### src/rtl/scaled_glyph_text_rasterizer_defines.svh
// assertion macros shared by the glyph rasterizer rtl
// no dependencies; included by the modules that carry assertions
`ifndef SCALED_GLYPH_TEXT_RASTERIZER_DEFINES_SVH
`define SCALED_GLYPH_TEXT_RASTERIZER_DEFINES_SVH

// same-cycle implication, quiet during reset
`define SGTR_ASSERT_IMPL(label, clk_sig, rst_sig, ante, cons, msg) \
  label: assert property (@(posedge clk_sig) disable iff (rst_sig) (ante) |-> (cons)) \
    else $error(msg);

// next-cycle implication, quiet during reset
`define SGTR_ASSERT_NEXT(label, clk_sig, rst_sig, ante, cons, msg) \
  label: assert property (@(posedge clk_sig) disable iff (rst_sig) (ante) |=> (cons)) \
    else $error(msg);

`endif

### src/rtl/sgtr_pkg.sv
// shared types, constants and the 5x7 font for the glyph rasterizer
// no dependencies
`default_nettype none

package sgtr_pkg;

  localparam int GLYPH_W       = 5;
  localparam int GLYPH_H       = 7;
  localparam int SC_W          = 4;   // holds a scale up to 15
  localparam int MASK_W        = 20;
  localparam int Y_W           = 13;
  localparam int FB_WIDTH_DEF  = 1024;
  localparam int FB_HEIGHT_DEF = 1024;
  localparam int MAX_SCALE_DEF = 4;
  localparam int QUEUE_DEPTH   = 2;
  localparam logic signed [11:0] CURSOR_TOP = 12'sd2047;

  typedef logic [0:GLYPH_H-1][GLYPH_W-1:0] glyph_t;

  typedef struct packed {
    glyph_t                              glyph;
    logic signed [11:0]                  x0;
    logic signed [11:0]                  y0;
    logic signed [Y_W-1:0]               y_last;
    logic [SC_W-1:0]                     sc;
    logic [0:GLYPH_W-1][MASK_W-1:0]      col_mask;
    logic [23:0]                         color;
  } cmd_t;

  typedef struct packed {
    logic empty;
    logic full;
  } queue_status_t;

  // character byte to glyph rows, top row first; unknown codes are blank
  function automatic glyph_t glyph_rows(input logic [7:0] code);
    glyph_t g;
    case (code)
      "0": g = {5'h0E, 5'h11, 5'h13, 5'h15, 5'h19, 5'h11, 5'h0E};
      "1": g = {5'h04, 5'h0C, 5'h04, 5'h04, 5'h04, 5'h04, 5'h0E};
      "2": g = {5'h0E, 5'h11, 5'h01, 5'h02, 5'h04, 5'h08, 5'h1F};
      "3": g = {5'h1F, 5'h02, 5'h04, 5'h02, 5'h01, 5'h11, 5'h0E};
      "4": g = {5'h02, 5'h06, 5'h0A, 5'h12, 5'h1F, 5'h02, 5'h02};
      "5": g = {5'h1F, 5'h10, 5'h1E, 5'h01, 5'h01, 5'h11, 5'h0E};
      "6": g = {5'h06, 5'h08, 5'h10, 5'h1E, 5'h11, 5'h11, 5'h0E};
      "7": g = {5'h1F, 5'h01, 5'h02, 5'h04, 5'h08, 5'h08, 5'h08};
      "8": g = {5'h0E, 5'h11, 5'h11, 5'h0E, 5'h11, 5'h11, 5'h0E};
      "9": g = {5'h0E, 5'h11, 5'h11, 5'h0F, 5'h01, 5'h02, 5'h0C};
      ":": g = {5'h00, 5'h04, 5'h04, 5'h00, 5'h04, 5'h04, 5'h00};
      "%": g = {5'h11, 5'h0A, 5'h04, 5'h0E, 5'h11, 5'h0A, 5'h00};
      "S": g = {5'h0F, 5'h10, 5'h10, 5'h0E, 5'h01, 5'h01, 5'h1E};
      "P": g = {5'h1E, 5'h11, 5'h11, 5'h1E, 5'h10, 5'h10, 5'h10};
      "L": g = {5'h10, 5'h10, 5'h10, 5'h10, 5'h10, 5'h10, 5'h1F};
      "A": g = {5'h0E, 5'h11, 5'h11, 5'h1F, 5'h11, 5'h11, 5'h11};
      "H": g = {5'h11, 5'h11, 5'h11, 5'h1F, 5'h11, 5'h11, 5'h11};
      "M": g = {5'h11, 5'h1B, 5'h15, 5'h11, 5'h11, 5'h11, 5'h11};
      "E": g = {5'h1F, 5'h10, 5'h10, 5'h1E, 5'h10, 5'h10, 5'h1F};
      "W": g = {5'h11, 5'h11, 5'h15, 5'h15, 5'h0A, 5'h0A, 5'h00};
      "I": g = {5'h0E, 5'h04, 5'h04, 5'h04, 5'h04, 5'h04, 5'h0E};
      "N": g = {5'h11, 5'h19, 5'h15, 5'h13, 5'h11, 5'h11, 5'h11};
      "R": g = {5'h1E, 5'h11, 5'h11, 5'h1E, 5'h14, 5'h12, 5'h11};
      "C": g = {5'h0E, 5'h11, 5'h10, 5'h10, 5'h10, 5'h11, 5'h0E};
      "!": g = {5'h04, 5'h04, 5'h04, 5'h04, 5'h04, 5'h00, 5'h04};
      "G": g = {5'h0E, 5'h11, 5'h10, 5'h17, 5'h11, 5'h11, 5'h0F};
      "O": g = {5'h0E, 5'h11, 5'h11, 5'h11, 5'h11, 5'h11, 5'h0E};
      "V": g = {5'h11, 5'h11, 5'h11, 5'h11, 5'h0A, 5'h0A, 5'h04};
      "T": g = {5'h1F, 5'h04, 5'h04, 5'h04, 5'h04, 5'h04, 5'h04};
      "c": g = {5'h00, 5'h00, 5'h0E, 5'h10, 5'h10, 5'h11, 5'h0E};
      "e": g = {5'h00, 5'h00, 5'h0E, 5'h11, 5'h1F, 5'h10, 5'h0E};
      "l": g = {5'h0C, 5'h04, 5'h04, 5'h04, 5'h04, 5'h04, 5'h0E};
      "s": g = {5'h00, 5'h00, 5'h0E, 5'h10, 5'h0E, 5'h01, 5'h1E};
      "r": g = {5'h00, 5'h00, 5'h16, 5'h19, 5'h10, 5'h10, 5'h10};
      "a": g = {5'h00, 5'h00, 5'h0E, 5'h01, 5'h0F, 5'h11, 5'h0F};
      "y": g = {5'h00, 5'h11, 5'h11, 5'h0F, 5'h01, 5'h01, 5'h0E};
      "d": g = {5'h01, 5'h01, 5'h0F, 5'h11, 5'h11, 5'h11, 5'h0F};
      "i": g = {5'h00, 5'h04, 5'h00, 5'h04, 5'h04, 5'h04, 5'h0E};
      "n": g = {5'h00, 5'h00, 5'h16, 5'h19, 5'h11, 5'h11, 5'h11};
      "w": g = {5'h00, 5'h11, 5'h11, 5'h15, 5'h15, 5'h0A, 5'h00};
      "p": g = {5'h00, 5'h1E, 5'h11, 5'h11, 5'h1E, 5'h10, 5'h10};
      "k": g = {5'h10, 5'h10, 5'h12, 5'h14, 5'h18, 5'h14, 5'h12};
      "F": g = {5'h1F, 5'h10, 5'h10, 5'h1E, 5'h10, 5'h10, 5'h10};
      "f": g = {5'h06, 5'h08, 5'h1C, 5'h08, 5'h08, 5'h08, 5'h08};
      "o": g = {5'h00, 5'h00, 5'h0E, 5'h11, 5'h11, 5'h11, 5'h0E};
      "m": g = {5'h00, 5'h00, 5'h1B, 5'h15, 5'h15, 5'h15, 5'h15};
      "v": g = {5'h00, 5'h11, 5'h11, 5'h11, 5'h0A, 5'h04, 5'h00};
      "u": g = {5'h00, 5'h11, 5'h11, 5'h11, 5'h11, 5'h11, 5'h0F};
      "x": g = {5'h00, 5'h11, 5'h0A, 5'h04, 5'h0A, 5'h11, 5'h00};
      "t": g = {5'h04, 5'h04, 5'h1F, 5'h04, 5'h04, 5'h04, 5'h03};
      "g": g = {5'h00, 5'h0F, 5'h11, 5'h11, 5'h0F, 5'h01, 5'h0E};
      "h": g = {5'h10, 5'h10, 5'h16, 5'h19, 5'h11, 5'h11, 5'h11};
      "b": g = {5'h10, 5'h10, 5'h1E, 5'h11, 5'h11, 5'h11, 5'h1E};
      "z": g = {5'h00, 5'h00, 5'h1F, 5'h02, 5'h04, 5'h08, 5'h1F};
      "q": g = {5'h00, 5'h0F, 5'h11, 5'h11, 5'h0F, 5'h01, 5'h00};
      "j": g = {5'h00, 5'h02, 5'h00, 5'h02, 5'h02, 5'h12, 5'h0C};
      "D": g = {5'h1C, 5'h12, 5'h11, 5'h11, 5'h11, 5'h12, 5'h1C};
      "B": g = {5'h1E, 5'h11, 5'h11, 5'h1E, 5'h11, 5'h11, 5'h1E};
      "K": g = {5'h11, 5'h12, 5'h14, 5'h18, 5'h14, 5'h12, 5'h11};
      "U": g = {5'h11, 5'h11, 5'h11, 5'h11, 5'h11, 5'h11, 5'h0E};
      "X": g = {5'h11, 5'h0A, 5'h04, 5'h04, 5'h04, 5'h0A, 5'h11};
      "Y": g = {5'h11, 5'h11, 5'h0A, 5'h04, 5'h04, 5'h04, 5'h04};
      "Z": g = {5'h1F, 5'h01, 5'h02, 5'h04, 5'h08, 5'h10, 5'h1F};
      "J": g = {5'h07, 5'h02, 5'h02, 5'h02, 5'h02, 5'h12, 5'h0C};
      "Q": g = {5'h0E, 5'h11, 5'h11, 5'h11, 5'h15, 5'h12, 5'h0D};
      default: g = '0;   // space and every unsupported code
    endcase
    return g;
  endfunction

endpackage

`default_nettype wire

### src/rtl/sgtr_front.sv
// front end: owns the text cursor, looks up the glyph, clamps the scale,
// works out the row range and per-column masks; depends on sgtr_pkg
`default_nettype none

module sgtr_front
  import sgtr_pkg::*;
#(
  parameter int FB_WIDTH  = FB_WIDTH_DEF,
  parameter int FB_HEIGHT = FB_HEIGHT_DEF,
  parameter int MAX_SCALE = MAX_SCALE_DEF
) (
  input  wire logic               clk,
  input  wire logic               rst,
  input  wire logic               accept,
  input  wire logic [7:0]         char_code,
  input  wire logic               set_cursor,
  input  wire logic signed [11:0] pos_x,
  input  wire logic signed [11:0] pos_y,
  input  wire logic [2:0]         scale,
  input  wire logic [23:0]        color,
  output cmd_t                    cmd,
  output logic                    cmd_push
);

  localparam logic signed [Y_W-1:0] Y_MAX = Y_W'(FB_HEIGHT - 1);
  localparam logic signed [12:0]    X_LIM = 13'(FB_WIDTH);
  localparam logic [SC_W-1:0]       SC_MAX = SC_W'(MAX_SCALE);

  logic signed [11:0]    cursor_x;
  logic signed [11:0]    cursor_y;
  logic signed [11:0]    base_x;
  logic signed [11:0]    base_y;
  logic [SC_W-1:0]       sc;
  logic [6:0]            adv;
  logic [6:0]            height;
  logic signed [12:0]    x_sum;
  logic signed [Y_W-1:0] y_top;
  logic signed [Y_W-1:0] y_end;
  logic [MASK_W-1:0]     clip;
  logic                  any_row;

  assign base_x = set_cursor ? pos_x : cursor_x;
  assign base_y = set_cursor ? pos_y : cursor_y;
  assign sc     = ({1'b0, scale} > SC_MAX) ? SC_MAX : {1'b0, scale};

  // six cells of advance and seven cells of height
  assign adv    = {2'b0, sc, 1'b0} + {1'b0, sc, 2'b0};
  assign height = {sc, 3'b0} - {3'b0, sc};

  assign x_sum  = $signed({base_x[11], base_x}) + $signed({6'b0, adv});
  assign y_top  = $signed({base_y[11], base_y});
  assign y_end  = y_top + $signed({6'b0, height}) - 13'sd1;

  assign any_row  = (sc != '0) && !y_end[Y_W-1] && (y_top <= Y_MAX);
  assign cmd_push = accept && any_row;

  always_comb begin
    logic signed [12:0] px;
    logic [5:0]         lo;
    logic [5:0]         hi;
    for (int i = 0; i < MASK_W; i++) begin
      px      = $signed({base_x[11], base_x}) + $signed(13'(i));
      clip[i] = !px[12] && (px < X_LIM);
    end
    cmd.glyph  = glyph_rows(char_code);
    cmd.x0     = base_x;
    cmd.y0     = base_y;
    cmd.y_last = (y_end > Y_MAX) ? Y_MAX : y_end;
    cmd.sc     = sc;
    cmd.color  = color;
    // bits i with i / sc == c, limited to the visible columns
    for (int c = 0; c < GLYPH_W; c++) begin
      lo = 6'(c) * {2'b0, sc};
      hi = lo + {2'b0, sc};
      for (int i = 0; i < MASK_W; i++) begin
        cmd.col_mask[c][i] = (6'(i) >= lo) && (6'(i) < hi) && clip[i];
      end
    end
  end

  always_ff @(posedge clk) begin
    if (rst) begin
      cursor_x <= '0;
      cursor_y <= '0;
    end else if (accept) begin
      cursor_x <= (x_sum > 13'sd2047) ? CURSOR_TOP : x_sum[11:0];
      cursor_y <= base_y;
    end
  end

endmodule

`default_nettype wire

### src/rtl/sgtr_cmd_queue.sv
// short command queue between the front and back ends
// depends on sgtr_pkg and the shared assertion macros
`default_nettype none
`include "scaled_glyph_text_rasterizer_defines.svh"

module sgtr_cmd_queue
  import sgtr_pkg::*;
#(
  parameter int DEPTH = QUEUE_DEPTH
) (
  input  wire logic    clk,
  input  wire logic    rst,
  input  wire logic    push,
  input  wire cmd_t    push_cmd,
  input  wire logic    pop,
  output cmd_t         head,
  output queue_status_t stat
);

  localparam int PTR_W = (DEPTH > 1) ? $clog2(DEPTH) : 1;
  localparam int CNT_W = $clog2(DEPTH + 1);

  cmd_t             entries [DEPTH];
  logic [PTR_W-1:0] wr_ptr;
  logic [PTR_W-1:0] rd_ptr;
  logic [CNT_W-1:0] count;

  assign head       = entries[rd_ptr];
  assign stat.empty = (count == '0);
  assign stat.full  = (count == CNT_W'(DEPTH));

  always_ff @(posedge clk) begin
    if (push) begin
      entries[wr_ptr] <= push_cmd;
    end
  end

  always_ff @(posedge clk) begin
    if (rst) begin
      wr_ptr <= '0;
      rd_ptr <= '0;
      count  <= '0;
    end else begin
      if (push) begin
        wr_ptr <= (wr_ptr == PTR_W'(DEPTH - 1)) ? '0 : wr_ptr + 1'b1;
      end
      if (pop) begin
        rd_ptr <= (rd_ptr == PTR_W'(DEPTH - 1)) ? '0 : rd_ptr + 1'b1;
      end
      if (push && !pop) begin
        count <= count + 1'b1;
      end else if (pop && !push) begin
        count <= count - 1'b1;
      end
    end
  end

  `SGTR_ASSERT_IMPL(a_push_not_full, clk, rst, push, !stat.full, "command pushed into a full queue")
  `SGTR_ASSERT_IMPL(a_pop_not_empty, clk, rst, pop, !stat.empty, "command popped from an empty queue")
  `SGTR_ASSERT_NEXT(a_count_up, clk, rst, push && !pop, count == $past(count) + 1'b1, "queue count did not grow")

endmodule

`default_nettype wire

### src/rtl/sgtr_back.sv
// back end: walks the queued character's destination rows one per cycle
// unless the reader stalls; fills the result register; depends on sgtr_pkg and macros
`default_nettype none
`include "scaled_glyph_text_rasterizer_defines.svh"

module sgtr_back
  import sgtr_pkg::*;
(
  input  wire logic          clk,
  input  wire logic          rst,
  input  wire cmd_t          head,
  input  wire queue_status_t q_stat,
  output logic               q_pop,
  input  wire logic          pop,
  output logic               empty,
  output logic [9:0]         row,
  output logic signed [11:0] x_start,
  output logic [MASK_W-1:0]  pixel_mask,
  output logic [23:0]        pixel_color,
  output logic               last
);

  logic                  active;
  logic signed [Y_W-1:0] y;
  logic [2:0]            r;
  logic [SC_W-1:0]       s;
  logic                  out_valid;
  logic                  on_screen;
  logic                  out_free;
  logic                  step;
  logic                  emit;
  logic                  at_last;
  logic                  start;
  logic [GLYPH_W-1:0]    row_bits;
  logic [MASK_W-1:0]     mask;

  // rows above the top edge are walked without output
  assign on_screen = !y[Y_W-1];
  assign out_free  = !out_valid || pop;
  assign step      = active && (!on_screen || out_free);
  assign emit      = step && on_screen;
  assign at_last   = (y == head.y_last);
  assign q_pop     = step && at_last;
  assign start     = !active && !q_stat.empty;
  assign empty     = !out_valid;
  assign row_bits  = head.glyph[r];

  always_comb begin
    mask = '0;
    for (int c = 0; c < GLYPH_W; c++) begin
      if (row_bits[GLYPH_W-1-c]) begin
        mask = mask | head.col_mask[c];
      end
    end
  end

  always_ff @(posedge clk) begin
    if (rst) begin
      active    <= 1'b0;
      out_valid <= 1'b0;
    end else begin
      if (start) begin
        active <= 1'b1;
        y      <= $signed({head.y0[11], head.y0});
        r      <= '0;
        s      <= '0;
      end else if (step) begin
        if (at_last) begin
          active <= 1'b0;
        end else begin
          y <= y + 1'b1;
          if (s == head.sc - 1'b1) begin
            s <= '0;
            r <= r + 3'd1;
          end else begin
            s <= s + 1'b1;
          end
        end
      end
      if (emit) begin
        out_valid <= 1'b1;
      end else if (pop) begin
        out_valid <= 1'b0;
      end
    end
  end

  always_ff @(posedge clk) begin
    if (emit) begin
      row         <= y[9:0];
      x_start     <= head.x0;
      pixel_mask  <= mask;
      pixel_color <= head.color;
      last        <= at_last;
    end
  end

  `SGTR_ASSERT_IMPL(a_row_in_glyph, clk, rst, active, r <= 3'd6, "glyph row index ran past the glyph")
  `SGTR_ASSERT_IMPL(a_sub_below_scale, clk, rst, active, s < head.sc, "sub-row count reached the scale")
  `SGTR_ASSERT_NEXT(a_last_ends, clk, rst, q_pop, !active, "walk kept going after the last row")

endmodule

`default_nettype wire

### src/rtl/scaled_glyph_text_rasterizer.sv
// top level of the scaled 5x7 glyph rasterizer
// depends on sgtr_pkg, sgtr_front, sgtr_cmd_queue and sgtr_back
//
// usage: each request is one character (char_code, set_cursor, pos_x, pos_y,
// scale, color) written with push while full is low. the block answers with
// one row-span write (row, x_start, pixel_mask, pixel_color, last) for every
// destination row of the scaled glyph that lies on the framebuffer, top row
// first, last set on the final one. results are read queue style: read the
// ports while empty is low, pulse pop to take one.
// a character whose rows all lie above or below the framebuffer, or that has
// scale 0, gives no result but still moves the cursor (by six cells of the
// clamped scale, saturating). timing: the back end walks one destination row
// per cycle while the reader keeps up; rows above the top edge are walked
// without output. a request's first write passes the command queue, the walk
// state and the result register before it shows. a two-entry command queue
// lets new characters be taken while rows are still being written; when the
// reader stalls the walk holds and full rises once the queue fills.
// reset clears the cursor to (0, 0) and drops all queued work and results.
`default_nettype none

module scaled_glyph_text_rasterizer
  import sgtr_pkg::*;
#(
  parameter int FB_WIDTH  = FB_WIDTH_DEF,
  parameter int FB_HEIGHT = FB_HEIGHT_DEF,
  parameter int MAX_SCALE = MAX_SCALE_DEF
) (
  input  wire logic               clk,
  input  wire logic               rst,
  input  wire logic               push,
  output logic                    full,
  input  wire logic [7:0]         char_code,
  input  wire logic               set_cursor,
  input  wire logic signed [11:0] pos_x,
  input  wire logic signed [11:0] pos_y,
  input  wire logic [2:0]         scale,
  input  wire logic [23:0]        color,
  output logic                    empty,
  input  wire logic               pop,
  output logic [9:0]              row,
  output logic signed [11:0]      x_start,
  output logic [MASK_W-1:0]       pixel_mask,
  output logic [23:0]             pixel_color,
  output logic                    last
);

  cmd_t          front_cmd;
  cmd_t          head;
  queue_status_t q_stat;
  logic          accept;
  logic          cmd_push;
  logic          q_pop;

  assign full   = q_stat.full;
  assign accept = push && !q_stat.full;

  sgtr_front #(
    .FB_WIDTH  (FB_WIDTH),
    .FB_HEIGHT (FB_HEIGHT),
    .MAX_SCALE (MAX_SCALE)
  ) u_front (
    .clk        (clk),
    .rst        (rst),
    .accept     (accept),
    .char_code  (char_code),
    .set_cursor (set_cursor),
    .pos_x      (pos_x),
    .pos_y      (pos_y),
    .scale      (scale),
    .color      (color),
    .cmd        (front_cmd),
    .cmd_push   (cmd_push)
  );

  sgtr_cmd_queue #(
    .DEPTH (QUEUE_DEPTH)
  ) u_queue (
    .clk      (clk),
    .rst      (rst),
    .push     (cmd_push),
    .push_cmd (front_cmd),
    .pop      (q_pop),
    .head     (head),
    .stat     (q_stat)
  );

  sgtr_back u_back (
    .clk         (clk),
    .rst         (rst),
    .head        (head),
    .q_stat      (q_stat),
    .q_pop       (q_pop),
    .pop         (pop),
    .empty       (empty),
    .row         (row),
    .x_start     (x_start),
    .pixel_mask  (pixel_mask),
    .pixel_color (pixel_color),
    .last        (last)
  );

endmodule

`default_nettype wire

### config.mk
export PLATFORM = sky130hd
export DESIGN_NAME = scaled_glyph_text_rasterizer
export DESIGN_NICKNAME = d
export VERILOG_FILES = /design/src/rtl/sgtr_pkg.sv /design/src/rtl/sgtr_front.sv /design/src/rtl/sgtr_cmd_queue.sv /design/src/rtl/sgtr_back.sv /design/src/rtl/scaled_glyph_text_rasterizer.sv
export VERILOG_INCLUDE_DIRS = /design/src /design/src/rtl
export SDC_FILE = /design/constraint.sdc
export NUM_CORES = 1
export LEC_CHECK = 0
export BUFFER_PORTS_ARGS = -buffer_cell sky130_fd_sc_hd__buf_4
export CORE_MARGIN = 2
export CORE_UTILIZATION = 55
export CTS_BUF_LIST = sky130_fd_sc_hd__clkbuf_16
export CTS_CLUSTER_SIZE = 40
export DETAILED_ROUTE_END_ITERATION = 8
export PLACE_DENSITY = 0.78
export SLEW_MARGIN = 20
export SYNTH_ARGS = -nofsm -noshare
export SYNTH_HDL_FRONTEND = slang
export SYNTH_MEMORY_MAX_BITS = 65536
export SYNTH_SLANG_ARGS = --single-unit
### constraint.sdc
create_clock -name clk -period 27.5 [get_ports clk]
set_input_delay 2.75 -clock clk [delete_from_list [all_inputs] [get_ports clk]]
set_output_delay 2.75 -clock clk [all_outputs]
set_load 0.01 [all_outputs]
==> out/results.env <==
HOLD-WORST-SLACK_PS=499.0
VDD.IR_DROP.WORST_V=0.00004470
DRIVE_ABOVE_1_SHARE=0.1504
NUMPLACEDINSTANCES=2516
WORST_SETUP_HOLD_PATH_CLK_SLEW_PS=60
DIE_W_UM=211.1
SYNTH_TOP_FAMILY_BY_AREA='compound AO/OA/AOI/OAI gates'
CLOCK_H_TREE_LEVELS=2
FINAL-SEQ-AREA_UM2=14050
PLACE_CONGESTION=0.9922
POST-LAYOUT-TOTAL-POWER_W=0.001730
FIRST_GLOBAL_VIAS=15951
CTS.REPAIR_TIMING.SETUP_BUFFER_COUNT=0
TIMING.SETUP.TNS_PS=0
RESULT_OF_THE_RUN='finished, final reports clean'
SEQ_AREA_FRAC_SYNTH=0.5956
DETAILED_PLACE_HPWL_MM=39.04
DRT-VIAS-PER-INSTANCE=6.275
TIMING.FMAX_GHz=0.1204
GLOBALROUTETOTALUTIL=0.2604
NUMPORTBUFFERS=132
SYNTH_LARGEST_AREA_CELL='edfxtp_1'
TIMING.SETUP.CRITICAL_PATH_CLASS='in2reg'
SYNTH_COMMONEST_CELLS='447 x edfxtp_1, 168 x nor2_1, 124 x a21oi_1'
POWER_PER_CELL_AREA_nW_PER_UM2=65.32
DIE_FOOTPRINT_UM2=44540
YOSYS.AREA.TOP_TYPE_SHARE=0.5693
ROWS=75
CLOCK-SKEW-FINAL_PS=22.89
POST_CTS_RESIZE_COUNT=0
POST_SYNTH_FA_HA_MAJ_AREA_FRACTION=0.03141
MULTIINPUTGATEAREA_UM2=8925
DRC=0
SYNTH_CELL_TYPES=78
POSTSYNTH.ASYNCRESETSHARE=0
TRITONCTS.NUM_BUFFERS=45
DESIGN.PORTCOUNT=133
WORST_SETUP_PATH_END_KIND='flop'
TIGHTEST_SLEW_PS=1103
SYNTHCELLS=1901
POSTCTSHOLDBUFS=0
INITIAL_DRT_PASS_ITERATIONS=6
ROUTED-VIA-COUNT=16320
DETAIL-ROUTE-ANTENNA-NETS=0
INITIAL_UTIL=0.5596
CORE_REGION_AREA_UM2=42130
GRT_REMAINING_OVERFLOW=0
REQUIRED_PS=27690
LAYOUT.NETS=2146
SYNTHXORXNORAREAFRAC=0.01932
PIN_COUNT_OF_THE_BIGGEST_NET_ENTERING_GLOBAL_ROUTING=80
CTS_ROOT_BUFFER='clkbuf_16'
HEIGHT_OF_THE_DIE_UM=211.1
POST-SYNTH-TOP-COUNT-CELL='edfxtp_1'
TIMING.CRITICAL_PATH.FROM_TYPE='input pin'
SLEW_VIOL_FINAL=0
MIN_PATH_TYPE='reg2reg'
ROUTED_WIRE_LENGTH_PER_INSTANCE_UM=22.50
TRITONCTS='yes'
MAPPEDNETLISTAREA_UM2=23580
SYNTHESIZED_AREA_FRACTION_OCCUPIED_BY_AND_OR_NAND_NOR_CELLS=0.09589
ROUTED_WL_MM=58.52
SYNTH_AREA_LEADERS='edfxtp_1 57%, mux2i_1 5.1%, ha_1 3.0%, mux2_2 2.8%, nor2_1 2.7%'
MAX-SLEW-MARGIN-REL=0.2620
PATH_MAX_FANOUT=79
TIMING.CRITICAL_PATH.ARRIVAL_PS=8500
MIN_PERIOD_PS=8306
HOLD_VIOL=0
SYNTHESIS.AREA_PER_INSTANCE_UM2=12.40
SYNTH_COMPOUND_AREA_FRAC=0.1281
GRT_SETUP_UNREPAIRED='no'
ANTENNA_FOUND_INITIAL=0
YS.FLOP_TYPE='edfxtp_1'
DRT_ITER0_DRC=1951
POST-ROUTE-PERIOD-UTIL=0.3021
FINAL_LAYOUT_FILL_CELL_COUNT=3140
CTS_BUFFER_DEPTH=3
DRV_CAP=0
FLOW.AREA_GROWTH_FROM_SYNTHESIS_PCT=12.32
TRITONCTS_NUM_SINKS=478
STATIC-LEAKAGE-POWER_nW=9.259
YOSYS_REGISTER_BITS=478
FINAL_CELL_COUNT_NO_FILL=2601
SYNTH-EDFF-COUNT=447
WIRE_LENGTH_OF_THE_FIRST_GLOBAL_ROUTING_PASS_MM=90.00
SYNTH-WARNING-COUNT=0
SYNTH.AREA.MUX_SHARE=0.09520
FINALSETUPVIOLCOUNT=0
CLK_LATENCY_PS=570
[critical path: stages]
cell       delay [ps]
buf_4             230
clkinv_1          300
nand2_1           340
ha_1              370
inv_1             170
a21boi_0          350
ha_1              210
inv_1              40
ha_1              350
o211ai_1          150
a2111oi_0         520
a21oi_2           310
a2111oi_4         460
nor2b_4           880
buf_4             900
[stage by stage]
step / util / cell area (um^2) / setup WS, ps
final: 0.6286 / 26480 / 19190
after global routing: 0.6285 / 26480 / 18670
after global placement: 0.5933 / 25000 / 18910
after floorplan: - / 23750 / 13220
after CTS: 0.6284 / 26480 / 19180
after detailed placement: 0.5933 / 25000 / 18600
[flip-flops by register name, indices dropped and copies added (netlist names), named ones only]
register and flops:
u_queue.count 2, u_back.pixel_mask 20, u_back.pixel_color 24, u_back.last 1, u_back.out_valid 1, u_back.row 10
u_queue.entries 360, u_front.cursor_x 12, u_front.cursor_y 12, u_back.r 3, u_queue.wr_ptr 1, u_back.x_start 12
u_back.s 4, u_back.active 1, u_queue.rd_ptr 1, u_back.y 13
[placed cells by master, fill, tap and decap left out, drive strengths merged, types with 10 or more instances in the layout]
cell type / instances
o22ai: 36
clkbuf: 45
edfxtp: 447
clkinv: 20
a21boi: 11
and2: 13
o221ai: 10
ha: 56
a21oi: 125
nand2b: 27
o211ai: 21
inv: 82
conb: 47
nand3b: 13
a21o: 11
xor2: 19
a31oi: 15
o31ai: 18
a211oi: 38
buf: 146
or2: 17
mux2i: 120
nor2: 168
o21ai: 74
mux4: 16
nand2: 111
and3: 11
nor3: 35
xnor2: 33
nand3: 33
nor2b: 23
a311oi: 11
dfxtp: 31
a211o: 12
mux2: 58
[worst paths after layout]
check / cells after the start / end / startpoint / slack [ps]
min reg2reg: 2 / u_front.cursor_y[0]$_SDFFE_PP0P_ / u_front.cursor_y[0]$_SDFFE_PP0P_ / 500
max: 15 / u_queue.entries[0][86]$_DFFE_PP_ / scale[2] / 19190
min: 2 / u_front.cursor_y[0]$_SDFFE_PP0P_ / u_front.cursor_y[0]$_SDFFE_PP0P_ / 500
max reg2reg: 10 / u_queue.entries[0][86]$_DFFE_PP_ / u_front.cursor_y[6]$_SDFFE_PP0P_ / 22570
[where the power goes]
group	switching [W]	leakage, nW	internal, W
Combinational	0.000164	4.14	0.0000876
Clock	0.000261	0.780	0.000355
Sequential	0.0000161	4.34	0.000846
Total	0.000442	9.26	0.00129
[layer usage]
layer,share of wire,global-route usage
met4,0.038,0.1059
met3,0.079,0.04356
met1,0.42,0.3551
met5,0,0
met2,0.47,0.4181
[layout make-up]
| cell class | instances | area share |
|---|---|---|
| diodes | 1 | 0.00009449 |
| clock buffers | 45 | 0.04252 |
| clock inverters | 39 | 0.01323 |
| inverters | 70 | 0.009921 |
| multi-input cells | 1283 | 0.3370 |
| flip-flops and latches | 478 | 0.5304 |
| well taps | 539 | 0.02546 |
| repair buffers | 146 | 0.04139 |
[cell families after synthesis]
group	count (synthesis)
flip-flops	478
other	1
buffers and inverters	186
adder cells (fa/ha/maj)	58
multiplexers	194
AND/OR/NAND/NOR	478
AO/OA/AOI/OAI	454
XOR/XNOR	52
Note: power is estimated with default switching activity, not from simulation.
